### src/hdl/lsb_first_bit_packer_defines.svh
// assertion macros for the lsb first bit packer
// used by the front, queue and back modules; no dependencies
`ifndef LSB_FIRST_BIT_PACKER_DEFINES_SVH
`define LSB_FIRST_BIT_PACKER_DEFINES_SVH

`ifndef SYNTH
// property must hold at every clock edge outside reset
`define LBP_ASSERT(lbl, clk, rstn, prop) \
    lbl: assert property (@(posedge clk) disable iff (!rstn) (prop)) \
        else $error("lbp check failed");
// expression must never be true outside reset
`define LBP_ASSERT_NEVER(lbl, clk, rstn, expr) \
    lbl: assert property (@(posedge clk) disable iff (!rstn) !(expr)) \
        else $error("lbp forbidden condition");
`else
`define LBP_ASSERT(lbl, clk, rstn, prop)
`define LBP_ASSERT_NEVER(lbl, clk, rstn, expr)
`endif

`endif

### src/hdl/lbp_pkg.sv
// shared constants and types of the lsb first bit packer
// no dependencies
`default_nettype none

package lbp_pkg;

    localparam int LBP_MAX_FIELD_BITS = 32;
    localparam int LBP_FW_W           = 6;
    localparam int LBP_PEND_W         = 7;
    localparam int LBP_CNT_W          = 3;

    localparam logic [1:0] CMD_WRITE = 2'd0;
    localparam logic [1:0] CMD_FLUSH = 2'd1;
    localparam logic [1:0] CMD_CLEAR = 2'd2;

    typedef struct packed {
        logic [LBP_CNT_W-1:0] nbytes;
        logic                 stream_end;
    } t_job_ctrl;

endpackage

`default_nettype wire

### src/hdl/lsb_first_bit_packer.sv
// lsb first bit packer: packs 0 to 32 bit fields into a byte stream
// top level; depends on lbp_pkg, lbp_front, lbp_queue and lbp_back
//
// input channel (i_in_valid / o_in_ready) takes one command item:
//   write appends the low i_field_width bits of i_field_value, lsb first
//   flush emits the partial byte zero padded, marked with o_stream_end
//   clear drops the pending bits; unused command codes are ignored
// output channel (o_out_valid / i_out_ready) gives one byte per item;
//   o_run_last marks the last byte caused by one input item
// the job of an item enters the queue at the edge that accepts it, and its
//   first byte moves on into the output register when the output side is free
// the byte output register moves one byte a cycle while the receiver does not
//   stall, and an item completes up to 4 bytes; the front takes an item every
//   cycle while the two-entry job queue has room
// reset clears the pending bits, the queue and the valid flag of the output register
// a receiver stall holds the byte on the output ports; the queue then
//   fills and o_in_ready drops until the back end moves again
`default_nettype none

module lsb_first_bit_packer
    import lbp_pkg::*;
#(
    parameter int MAX_FIELD_BITS = LBP_MAX_FIELD_BITS
) (
    input  wire logic                i_clk,
    input  wire logic                i_rst_n,
    input  wire logic                i_in_valid,
    output logic                     o_in_ready,
    input  wire logic [1:0]          i_command,
    input  wire logic [31:0]         i_field_value,
    input  wire logic [LBP_FW_W-1:0] i_field_width,
    output logic                     o_out_valid,
    input  wire logic                i_out_ready,
    output logic [7:0]               o_packed_byte,
    output logic                     o_run_last,
    output logic                     o_stream_end
);

    // widest job: pending bits plus a full field, in whole bytes
    localparam int DATA_W = ((MAX_FIELD_BITS + LBP_PEND_W) / 8) * 8;

    logic              w_q_ready;
    logic              w_push;
    logic [DATA_W-1:0] w_push_data;
    t_job_ctrl         w_push_ctrl;
    logic              w_q_valid;
    logic [DATA_W-1:0] w_q_data;
    t_job_ctrl         w_q_ctrl;
    logic              w_pop;

    // classify the item and update the partial byte
    lbp_front #(
        .MAX_FIELD_BITS (MAX_FIELD_BITS),
        .DATA_W         (DATA_W)
    ) u_front (
        .i_clk         (i_clk),
        .i_rst_n       (i_rst_n),
        .i_in_valid    (i_in_valid),
        .o_in_ready    (o_in_ready),
        .i_command     (i_command),
        .i_field_value (i_field_value),
        .i_field_width (i_field_width),
        .i_q_ready     (w_q_ready),
        .o_push        (w_push),
        .o_job_data    (w_push_data),
        .o_job_ctrl    (w_push_ctrl)
    );

    // jobs of completed bytes waiting for the output side
    lbp_queue #(
        .DATA_W (DATA_W)
    ) u_queue (
        .i_clk       (i_clk),
        .i_rst_n     (i_rst_n),
        .i_push      (w_push),
        .i_push_data (w_push_data),
        .i_push_ctrl (w_push_ctrl),
        .o_ready     (w_q_ready),
        .o_valid     (w_q_valid),
        .o_data      (w_q_data),
        .o_ctrl      (w_q_ctrl),
        .i_pop       (w_pop)
    );

    // serialize each job into bytes
    lbp_back #(
        .DATA_W (DATA_W)
    ) u_back (
        .i_clk         (i_clk),
        .i_rst_n       (i_rst_n),
        .i_q_valid     (w_q_valid),
        .i_q_data      (w_q_data),
        .i_q_ctrl      (w_q_ctrl),
        .o_pop         (w_pop),
        .o_out_valid   (o_out_valid),
        .i_out_ready   (i_out_ready),
        .o_packed_byte (o_packed_byte),
        .o_run_last    (o_run_last),
        .o_stream_end  (o_stream_end)
    );

endmodule

`default_nettype wire

### src/hdl/lbp_front.sv
// front end: accepts items, keeps the partial byte, builds byte jobs
// depends on lbp_pkg and lsb_first_bit_packer_defines.svh
`default_nettype none
`include "lsb_first_bit_packer_defines.svh"

module lbp_front
    import lbp_pkg::*;
#(
    parameter int MAX_FIELD_BITS = LBP_MAX_FIELD_BITS,
    parameter int DATA_W         = ((MAX_FIELD_BITS + 7) / 8) * 8
) (
    input  wire logic                  i_clk,
    input  wire logic                  i_rst_n,
    input  wire logic                  i_in_valid,
    output logic                       o_in_ready,
    input  wire logic [1:0]            i_command,
    input  wire logic [31:0]           i_field_value,
    input  wire logic [LBP_FW_W-1:0]   i_field_width,
    input  wire logic                  i_q_ready,
    output logic                       o_push,
    output logic [DATA_W-1:0]          o_job_data,
    output t_job_ctrl                  o_job_ctrl
);

    localparam int ACC_W = MAX_FIELD_BITS + LBP_PEND_W;
    localparam int TOT_W = $clog2(ACC_W + 1);

    logic [LBP_PEND_W-1:0]     r_pend_bits, n_pend_bits;
    logic [LBP_CNT_W-1:0]      r_pend_cnt,  n_pend_cnt;

    logic                      w_accept;
    logic [LBP_FW_W-1:0]       w_width;
    logic [MAX_FIELD_BITS-1:0] w_val;
    logic [ACC_W-1:0]          w_acc;
    logic [ACC_W-1:0]          w_rest;
    logic [TOT_W-1:0]          w_total;
    logic [TOT_W-1:0]          w_shift;

    assign o_in_ready = i_q_ready;
    assign w_accept   = i_in_valid && o_in_ready;

    // saturate the width, then keep only the low width bits
    assign w_width = (i_field_width > LBP_FW_W'(MAX_FIELD_BITS))
                   ? LBP_FW_W'(MAX_FIELD_BITS) : i_field_width;

    always_comb begin
        for (int i = 0; i < MAX_FIELD_BITS; i++) begin
            w_val[i] = i_field_value[i] && (LBP_FW_W'(i) < w_width);
        end
    end

    assign w_acc   = (ACC_W'(w_val) << r_pend_cnt) | ACC_W'(r_pend_bits);
    assign w_total = TOT_W'(r_pend_cnt) + TOT_W'(w_width);
    assign w_shift = {w_total[TOT_W-1:3], 3'b000};
    assign w_rest  = w_acc >> w_shift;

    always_comb begin
        n_pend_bits = r_pend_bits;
        n_pend_cnt  = r_pend_cnt;
        o_push      = 1'b0;
        o_job_data  = w_acc[DATA_W-1:0];
        o_job_ctrl  = '{nbytes: LBP_CNT_W'(w_total >> 3), stream_end: 1'b0};
        if (w_accept) begin
            unique case (i_command)
                CMD_WRITE: begin
                    if (w_width != '0) begin
                        o_push      = (w_total[TOT_W-1:3] != '0);
                        n_pend_cnt  = w_total[2:0];
                        n_pend_bits = w_rest[LBP_PEND_W-1:0];
                    end
                end
                CMD_FLUSH: begin
                    o_job_data  = DATA_W'(r_pend_bits);
                    o_job_ctrl  = '{nbytes: LBP_CNT_W'(1), stream_end: 1'b1};
                    o_push      = (r_pend_cnt != '0);
                    n_pend_bits = '0;
                    n_pend_cnt  = '0;
                end
                CMD_CLEAR: begin
                    n_pend_bits = '0;
                    n_pend_cnt  = '0;
                end
                default: begin
                end
            endcase
        end
    end

    always_ff @(posedge i_clk) begin
        if (!i_rst_n) begin
            r_pend_bits <= '0;
            r_pend_cnt  <= '0;
        end else begin
            r_pend_bits <= n_pend_bits;
            r_pend_cnt  <= n_pend_cnt;
        end
    end

    // bits above the pending count stay zero
    `LBP_ASSERT(a_pend_clean, i_clk, i_rst_n, (r_pend_bits >> r_pend_cnt) == '0)

endmodule

`default_nettype wire

### src/hdl/lbp_queue.sv
// two-entry job queue between front and back
// depends on lbp_pkg and lsb_first_bit_packer_defines.svh
`default_nettype none
`include "lsb_first_bit_packer_defines.svh"

module lbp_queue
    import lbp_pkg::*;
#(
    parameter int DATA_W = 32
) (
    input  wire logic              i_clk,
    input  wire logic              i_rst_n,
    input  wire logic              i_push,
    input  wire logic [DATA_W-1:0] i_push_data,
    input  wire t_job_ctrl         i_push_ctrl,
    output logic                   o_ready,
    output logic                   o_valid,
    output logic [DATA_W-1:0]      o_data,
    output t_job_ctrl              o_ctrl,
    input  wire logic              i_pop
);

    logic [DATA_W-1:0] r_data [2];
    t_job_ctrl         r_ctrl [2];
    logic              r_wr_ptr, r_rd_ptr;
    logic [1:0]        r_cnt;
    logic              w_push, w_pop;

    assign o_ready = (r_cnt != 2'd2);
    assign o_valid = (r_cnt != 2'd0);
    assign o_data  = r_data[r_rd_ptr];
    assign o_ctrl  = r_ctrl[r_rd_ptr];
    assign w_push  = i_push && o_ready;
    assign w_pop   = i_pop && o_valid;

    always_ff @(posedge i_clk) begin
        if (w_push) begin
            r_data[r_wr_ptr] <= i_push_data;
            r_ctrl[r_wr_ptr] <= i_push_ctrl;
        end
    end

    always_ff @(posedge i_clk) begin
        if (!i_rst_n) begin
            r_wr_ptr <= 1'b0;
            r_rd_ptr <= 1'b0;
            r_cnt    <= 2'd0;
        end else begin
            if (w_push) r_wr_ptr <= !r_wr_ptr;
            if (w_pop)  r_rd_ptr <= !r_rd_ptr;
            r_cnt <= r_cnt + 2'(w_push) - 2'(w_pop);
        end
    end

    `LBP_ASSERT_NEVER(a_push_full, i_clk, i_rst_n, i_push && !o_ready)
    `LBP_ASSERT_NEVER(a_cnt_range, i_clk, i_rst_n, r_cnt == 2'd3)

endmodule

`default_nettype wire

### src/hdl/lbp_back.sv
// back end: unrolls byte jobs into the output register, one byte a cycle while the receiver takes it
// depends on lbp_pkg and lsb_first_bit_packer_defines.svh
`default_nettype none
`include "lsb_first_bit_packer_defines.svh"

module lbp_back
    import lbp_pkg::*;
#(
    parameter int DATA_W = 32
) (
    input  wire logic              i_clk,
    input  wire logic              i_rst_n,
    input  wire logic              i_q_valid,
    input  wire logic [DATA_W-1:0] i_q_data,
    input  wire t_job_ctrl         i_q_ctrl,
    output logic                   o_pop,
    output logic                   o_out_valid,
    input  wire logic              i_out_ready,
    output logic [7:0]             o_packed_byte,
    output logic                   o_run_last,
    output logic                   o_stream_end
);

    logic [DATA_W-1:0]    r_data, n_data;
    logic [LBP_CNT_W-1:0] r_left, n_left;
    logic                 r_end,  n_end;
    logic                 r_ovalid, n_ovalid;
    logic [7:0]           r_byte, n_byte;
    logic                 r_last, n_last;
    logic                 r_oend, n_oend;
    logic                 w_adv;

    assign w_adv         = !r_ovalid || i_out_ready;
    assign o_pop         = w_adv && (r_left == '0) && i_q_valid;
    assign o_out_valid   = r_ovalid;
    assign o_packed_byte = r_byte;
    assign o_run_last    = r_last;
    assign o_stream_end  = r_oend;

    always_comb begin
        n_data   = r_data;
        n_left   = r_left;
        n_end    = r_end;
        n_ovalid = r_ovalid;
        n_byte   = r_byte;
        n_last   = r_last;
        n_oend   = r_oend;
        if (w_adv) begin
            priority if (r_left != '0) begin
                n_byte   = r_data[7:0];
                n_data   = r_data >> 8;
                n_left   = r_left - LBP_CNT_W'(1);
                n_last   = (r_left == LBP_CNT_W'(1));
                n_oend   = r_end;
                n_ovalid = 1'b1;
            end else if (i_q_valid) begin
                n_byte   = i_q_data[7:0];
                n_data   = i_q_data >> 8;
                n_left   = i_q_ctrl.nbytes - LBP_CNT_W'(1);
                n_end    = i_q_ctrl.stream_end;
                n_last   = (i_q_ctrl.nbytes == LBP_CNT_W'(1));
                n_oend   = i_q_ctrl.stream_end;
                n_ovalid = 1'b1;
            end else begin
                n_ovalid = 1'b0;
            end
        end
    end

    always_ff @(posedge i_clk) begin
        r_data <= n_data;
        r_end  <= n_end;
        r_byte <= n_byte;
        r_last <= n_last;
        r_oend <= n_oend;
    end

    always_ff @(posedge i_clk) begin
        if (!i_rst_n) begin
            r_left   <= '0;
            r_ovalid <= 1'b0;
        end else begin
            r_left   <= n_left;
            r_ovalid <= n_ovalid;
        end
    end

    // bytes still owed by a job means a byte sits in the output register
    `LBP_ASSERT(a_left_has_out, i_clk, i_rst_n, (r_left == '0) || r_ovalid)

endmodule

`default_nettype wire
### config.mk
export PLATFORM = sky130hd
export DESIGN_NAME = lsb_first_bit_packer
export DESIGN_NICKNAME = d
export VERILOG_FILES = /design/src/hdl/lbp_pkg.sv /design/src/hdl/lsb_first_bit_packer.sv /design/src/hdl/lbp_front.sv /design/src/hdl/lbp_queue.sv /design/src/hdl/lbp_back.sv
export VERILOG_INCLUDE_DIRS = /design/src /design/src/hdl
export SDC_FILE = /design/constraint.sdc
export NUM_CORES = 1
export LEC_CHECK = 0
export BUFFER_PORTS_ARGS = -buffer_cell sky130_fd_sc_hd__buf_2
export CAP_MARGIN = 10
export CORE_ASPECT_RATIO = 1.5
export CORE_MARGIN = 2
export CORE_UTILIZATION = 60
export CTS_CLUSTER_SIZE = 24
export DETAILED_ROUTE_END_ITERATION = 12
export PLACE_DENSITY = 0.8
export SYNTH_ARGS = -nofsm -noshare
export SYNTH_HDL_FRONTEND = slang
export SYNTH_SLANG_ARGS = --single-unit
export TNS_END_PERCENT = 50
### constraint.sdc
create_clock -name i_clk -period 6.8 [get_ports i_clk]
set_input_delay 0.34 -clock i_clk [delete_from_list [all_inputs] [get_ports i_clk]]
set_output_delay 0.34 -clock i_clk [all_outputs]
set_load 0.1 [all_outputs]
### Word level (Yosys, flattened, before mapping)

Memories as Yosys holds them, arrays and structs flattened. A register that Yosys moved wholly into a read port is not among the register bits.
Cells that the tools add are included.

| word-level totals | value |
|---|---|
| flip-flop bits (word level) | 53 |
| bits in latches | 0 |
| RAM bits | 72 |
| bits in read-only memories | 0 |
| output and inout port bits | 12 |
| word-level logic and storage cells | 147 |
| memories kept | 2 |

Memory list:

| name | depth | width | rd ports | clocked after Yosys merged registers in | write ports | line | RTL |
|---|---|---|---|---|---|---|---|
| u_queue.r_data | 2 | 32 | 1 | 1 | 1 | lbp_queue.sv:23 | `logic [DATA_W-1:0] r_data [2];` |
| u_queue.r_ctrl | 2 | 4 | 1 | 1 | 1 | lbp_queue.sv:24 | `t_job_ctrl r_ctrl [2];` |

| operators by class | value |
|---|---|
| add/subtract/negate cells | 5 |
| multipliers | 0 |
| div/mod/pow operators | 0 |
| order comparisons | 33 |
| equal/unequal tests | 6 |
| shifts and indexed selects | 2 |
| muxes and demuxes | 30 |
| bitwise operators | 2 |
| reductions and logical operators | 54 |

Operators with widths:

| cell | number |
|---|---|
| 5-bit by 6-bit < comparator with 1-bit output (first input constant) | 16 |
| 32-bit two-way mux | 2 |
| 4-bit by 6-bit < comparator with 1-bit output (first input constant) | 8 |
| 39-bit by 7-bit bitwise OR with 39-bit output | 1 |
| 32-bit by 3-bit << shifter with 39-bit output | 1 |
| 39-bit by 6-bit >> shifter with 7-bit output | 1 |
| 1-bit logical AND | 37 |
| 3-bit by 6-bit < comparator with 1-bit output (first input constant) | 4 |
| 24-bit two-way mux | 1 |
| 16-bit two-way mux | 1 |
| 8-bit two-way mux | 2 |
| 1-bit two-way mux | 14 |
| 7-bit one-hot mux with 2 select lines | 1 |
| 1-bit by 6-bit < comparator with 1-bit output (first input constant) | 2 |
| 2-bit by 6-bit < comparator with 1-bit output (first input constant) | 2 |
| 3-bit two-way mux | 3 |
| 3-bit nonzero test | 3 |
| 4-bit two-way mux | 2 |
| 7-bit two-way mux | 1 |
| 3-bit by 6-bit adder with 6-bit output | 1 |
| 3-bit by 1-bit equality test with 1-bit output (second input constant) | 2 |
| 6-bit > comparator (second input constant) | 1 |
| 6-bit two-way mux | 1 |
| 3-bit one-hot mux with 2 select lines | 1 |
| other kinds (18) | 24 |

### Depth between registers and ports, before layout

| logic depth | value |
|---|---|
| depth after elaboration | 10 |
| depth in mapped cells | 17 |
| depth with buffers taken out | 13 |

### Hierarchy

Synthesis repeated with hierarchy kept, for this count alone.

| second synthesis, totals | value |
|---|---|
| cells, all modules | 767 |
| area total of the unflattened synthesis | 7988.9 sq um |

Modules (own cells, without submodules):

| module | instances | cells each | area an instance (sq um) | seq. area each (sq um) |
|---|---|---|---|---|
| lbp_front | 1 | 462 | 3224.3 | 200.2 |
| lbp_queue | 1 | 139 | 2997.9 | 2262.2 |
| lbp_back | 1 | 166 | 1766.7 | 1131.1 |

### Least setup slack after synthesis

OpenSTA, ideal clock, no wires.

| timing path | value |
|---|---|
| path kind | input port to flip-flop |
| start point | input i_field_width[5] |
| end point | memory u_queue.r_ctrl[0][0] in the netlist's numbering (enable) |
| setup time | 433 ps |
| arrival time | 4030 ps |
| slack | 2337 ps |
| stages on the path | 14 |
| path through | buf_4 > buf_6 > buf_2 > nor2b_1 > ha_1 > inv_1 > fa_1 > inv_1 > maj3_2 > and3_1 > clkbuf_1 > nor4_1 > o22ai_1 > nor2b_1 |

| on the way | value |
|---|---|
| longest elaborated chain between the ends | 10 |

Ends and longest elaborated chain:

| element | line | RTL |
|---|---|---|
| start, declared | lsb_first_bit_packer.sv:31 | `input wire logic [LBP_FW_W-1:0] i_field_width,` |
| 6-bit > comparator | lbp_front.sv:43 | `assign w_width = (i_field_width > LBP_FW_W'(MAX_FIELD_BITS))` |
| 6-bit two-way mux (*) | lbp_front.sv:44 | `? LBP_FW_W'(MAX_FIELD_BITS) : i_field_width;` |
| 3-bit by 6-bit adder with 6-bit output | lbp_front.sv:53 | `assign w_total = TOT_W'(r_pend_cnt) + TOT_W'(w_width);` |
| 3-bit nonzero test | lbp_front.sv:67 | `o_push = (w_total[TOT_W-1:3] != '0);` |
| 1-bit two-way mux (*) | lbp_front.sv:66 | `if (w_width != '0) begin` |
| 1-bit one-hot mux with 2 select lines (*) | lbp_front.sv:64 | `unique case (i_command)` |
| 1-bit two-way mux (*) | lbp_front.sv:63 | `if (w_accept) begin` |
| 1-bit logical AND (*) | lbp_queue.sv:33 | `assign w_push = i_push && o_ready;` |
| 1-bit two-way mux (*) | lbp_queue.sv:37 | `if (w_push) begin` |
| 1-bit two-way mux (implied by the code) (*) | lbp_queue.sv:39 | `r_ctrl[r_wr_ptr] <= i_push_ctrl;` |
| end, declared | lbp_queue.sv:24 |  |

Every way passes the cells marked *; elsewhere a longest branch is shown, timed or not.

### Worst setup path after layout

| timing path | value |
|---|---|
| start point | register u_front.r_pend_cnt[1] |
| end point | memory u_queue.r_data[1][27] (enable) |

| on the way | value |
|---|---|
| longest elaborated chain between the ends | 8 |

Ends and longest elaborated chain:

| element | line | RTL |
|---|---|---|
| start, declared | lbp_front.sv:29 | `logic [LBP_CNT_W-1:0] r_pend_cnt, n_pend_cnt;` |
| start signal, assigned | lbp_front.sv:95 | `r_pend_cnt <= n_pend_cnt;` |
| 3-bit by 6-bit adder with 6-bit output | lbp_front.sv:53 |  |
| 3-bit nonzero test | lbp_front.sv:67 |  |
| 1-bit two-way mux | lbp_front.sv:66 |  |
| 1-bit one-hot mux with 2 select lines (*) | lbp_front.sv:64 |  |
| 1-bit two-way mux (*) | lbp_front.sv:63 |  |
| 1-bit logical AND (*) | lbp_queue.sv:33 |  |
| 1-bit two-way mux (*) | lbp_queue.sv:37 |  |
| 1-bit two-way mux (implied by the code) (*) | lbp_queue.sv:38 | `r_data[r_wr_ptr] <= i_push_data;` |
| end, declared | lbp_queue.sv:23 |  |

Marked as above.

==> results.md <==
* Outcome: finished clean
* Starting Density at 61.6%
* Htree depth at 4
* Vias at 5991
* Synthesis-to-finish area growth at 11.6%
* Global route total overflow at 0
* FF-to-FF End: u_queue.r_data[1][27]
* Sum Neg Setup Slack at 0 ns
* MaxCap Viol Count at 0
* Tot Pwr at just under 0.003 W
* Vias per std cell at 6.63
* Initial DRT Pass Iterations at 6
* Synthesized instance count at around 700
* CP cell instances: buf_4 > ha_1 > a21o_1 > maj3_1 > xnor2_1 > nor4_1 > o22ai_1 > and2_1 > buf_4
* Detailed Route WL at 20400 um
* Asr flop ratio synth at 0%
* Reg2reg path depth at 9
* Vias in the first global route at 5858
* Final hold vios at 0
* Critical path's largest stage delay at 0.77 ns
* Levels on crit path at 9
* XOR/XNOR share of the synthesized area at less than 1%
* Largest area contributor in the netlist: edfxtp_1
* WP data required at ~6.8 ns
* CTS max path bufs at 2
* RSZ-0062 raised after global routing: false
* Number of flops mapped to enable cells by yosys at between 100 and 150
* Largest net degree at the start of global routing at 60
* Worst-Margin Slew at 1.15 ns
* Syn Area/Cell at about 10 um2
* Post-synth top area share at 43.4%
* DRT iter0 DRCs at 554
* Reg2reg setup slack at 2.83 ns
* Pins over their slew limit at 0
* Hold Crit Class: input port to flip-flop
* Post-DP HPWL at 14400 um
* Number of setup violations in the final report at 0
* Drt wl/cell at 22.5 um
* Distinct cells, synth at 80
* Total CTS buffers at 17
* # DRC at 0
* Top FF cell, synth: edfxtp_1
* Most used cell, CP: buf_4
* CORE AREA at 12000 um2
* Largest cells by area after synthesis: edfxtp_1 (43%), mux2i_1 (7.2%), dfxtp_1 (5.1%)
* Fin nets at 794
* Synth Area in Adders at 2.42%
* Chip Width at 94.7 um
* Worst EP arrival at 4.01 ns
* Max_slew headroom at 23.2%
* VDD IR max at 0.000283 V
* Gpl congestion at 0.987
* Critical path startpoint category: flip-flop
* Main combinational cell family by area after synthesis: compound AO/OA/AOI/OAI gates
* Row cnt at 49
* Die area at 13300 um2
* Worst Setup End Kind: flip-flop
* CTS root buf: clkbuf_16
* Critical path fanouts, max at 53
* Initial antenna violation count at 0
* Sequential share of the synthesized area at 48.5%
* Gr usage total at a little under a third
* Worst path top cell family by delay: buffers and inverters
* IO Port Bufs at 55
* ANT cells at 0
* Worst Setup EP: u_queue.r_data[1][27]
* CTS tree: done
* P per Cell Area at 358 nW/um2
* Mapped Nets at 764
* Synth Register Bits at 126
* Mux contribution to synthesized area at 11.1%
* Final hold slack at about 0.28 ns
* I/O pin cnt at 56
* Synth warnings at 0
* CP max stage cell: xnor2_1
* First-pass GRT wire length at 32000 um
* Area of the mapped netlist at 7400 um2
* Setup bufs post-CTS at 0
* Setup CP Type: flip-flop to flip-flop
* Layout cells sized above 1 at 18.9%
* Worst Skew at 0.00955 ns
* Clock sink count at 126
* Clock Latency Late Sink at 0.40 ns
* Cell leakage power at 2.96 nW
* Final worst path period share at about three fifths
* CP startpoint: u_front.r_pend_cnt[1]
* Post-synthesis compound-gate area fraction at 18.3%
* Die Span Y at 140 um
* Worst Path Buf+Inv at 2
* Reg2Reg Launch Point: u_front.r_pend_cnt[1]
* FMAX at 0.252 GHz
* Min Tclk post-route at ~4 ns
* Hold buffers post-CTS at 0
* Number of gates resized after CTS at 0
* Reg clk slew, reported paths at around 0.060 ns
* Detail Route Antenna Nets at 0
* Simple-gate portion of the synthesized area at 14.1%
## area by class of cell
| cell class | count | area (um2) |
|---|---|---|
| Tap cell | 153 | 191 |
| Inverter | 19 | 71.3 |
| Multi-Input combinational cell | 510 | 3480 |
| Sequential cell | 126 | 3600 |
| Clock inverter | 14 | 144 |
| Timing Repair Buffer | 64 | 343 |
| Clock buffer | 18 | 429 |
| Fill cell | 884 | 3760 |
## cells in the final DEF, fill, tap and decap left out, types with 10 or more instances in the layout
cell,synthesis,final
nor2_1,72,72
a21oi_1,33,32
mux2_2,14,14
inv_1,16,16
nand2_1,69,69
o21ai_0,40,40
edfxtp_1,107,107
ha_1,11,11
buf_2,13,55
nor3_1,13,13
and2_1,10,10
nand3_1,11,11
clkbuf_16,0,17
dfxtp_1,19,16
mux2i_1,53,53
## through the flow
step	instances	util (%)	worst slack, ns	area (um2)
2_1_floorplan	708	-	2.34	7400
3_3_place_gp	872	64.0	2.83	7680
3_5_place_dp	872	64.0	2.66	7680
4_1_cts	904	68.7	2.87	8260
5_1_grt	904	68.7	2.59	8260
6_report	904	68.7	2.83	8260
## cells by family after synthesis
group	count (synthesis)
AOI/OAI and AO/OA	195
xor gates and xnor gates	7
adders and majority gates	14
buffers and inverters	72
DFF	126
muxes	73
and+or+nand+nor	221
## worst min path at each step
| stage | cells past startpoint | slack, ns | to | from |
|---|---|---|---|---|
| 2_1_floorplan | 1 | 0.46 | u_front.r_pend_cnt[2] | i_rst_n |
| 3_3_place_gp | 2 | 0.50 | u_queue.r_wr_ptr | u_queue.r_wr_ptr |
| 3_5_place_dp | 2 | 0.50 | u_queue.r_rd_ptr | u_queue.r_rd_ptr |
| 4_1_cts | 2 | 0.27 | u_front.r_pend_cnt[2] | i_rst_n |
| 5_1_grt | 2 | 0.27 | u_front.r_pend_cnt[2] | i_rst_n |
| 6_report | 2 | 0.28 | u_front.r_pend_cnt[2] | i_rst_n |
## metal layers
| metal | share of wire (%) | routed length (um) | GRT usage [%] |
|---|---|---|---|
| met4 | 5.0 | 1030 | 18.2 |
| met5 | 0 | 0 | 0 |
| met3 | 4.9 | 1010 | 3.60 |
| met1 | 38 | 7760 | 38.2 |
| met2 | 52 | 10600 | 54.2 |
## synthesized netlist by cell type, drive strengths merged (5+ instances only)
library cell  number
edfxtp           107
nor2              72
nand2             69
mux2i             53
o21ai             47
a21oi             34
buf               28
clkbuf            25
dfxtp             19
inv               18
nor3              16
mux2              14
ha                11
nand3             11
and2              10
a211oi             9
o211ai             9
a21o               8
and3               8
nand2b             7
nor2b              7
a31oi              6
mux4               6
o21a               6
o22a               6
o22ai              6
a31o               5
o211a              5
or2                5
or3                5
xnor2              5
## state kept, by name, indices dropped and copies added, names as in the netlist, 2 cells and up, named ones only
signal	count
u_back.r_left	3
u_queue.r_cnt	2
u_back.r_data	24
u_front.r_pend_cnt	3
u_front.r_pend_bits	7
u_queue.r_data	64
u_back.o_packed_byte	8
u_queue.r_ctrl	8
## power breakdown
group | switching, W | internal, W | leakage, nW
logic | 0.000692 | 0.000244 | 1.52
registers | 0.0000880 | 0.00107 | 1.17
clock network | 0.000327 | 0.000539 | 0.280
## worst register-to-register path, delay by kind of cell, from the launching register on
kind	cells	cell delay (ns)
compound gates	2	0.53
flops	1	0.31
fa+ha+maj	2	0.77
xor+xnor	1	0.77
simple gates	2	0.32
buf+inv	2	0.87
No activity file was read; power rests on OpenSTA's default activity.
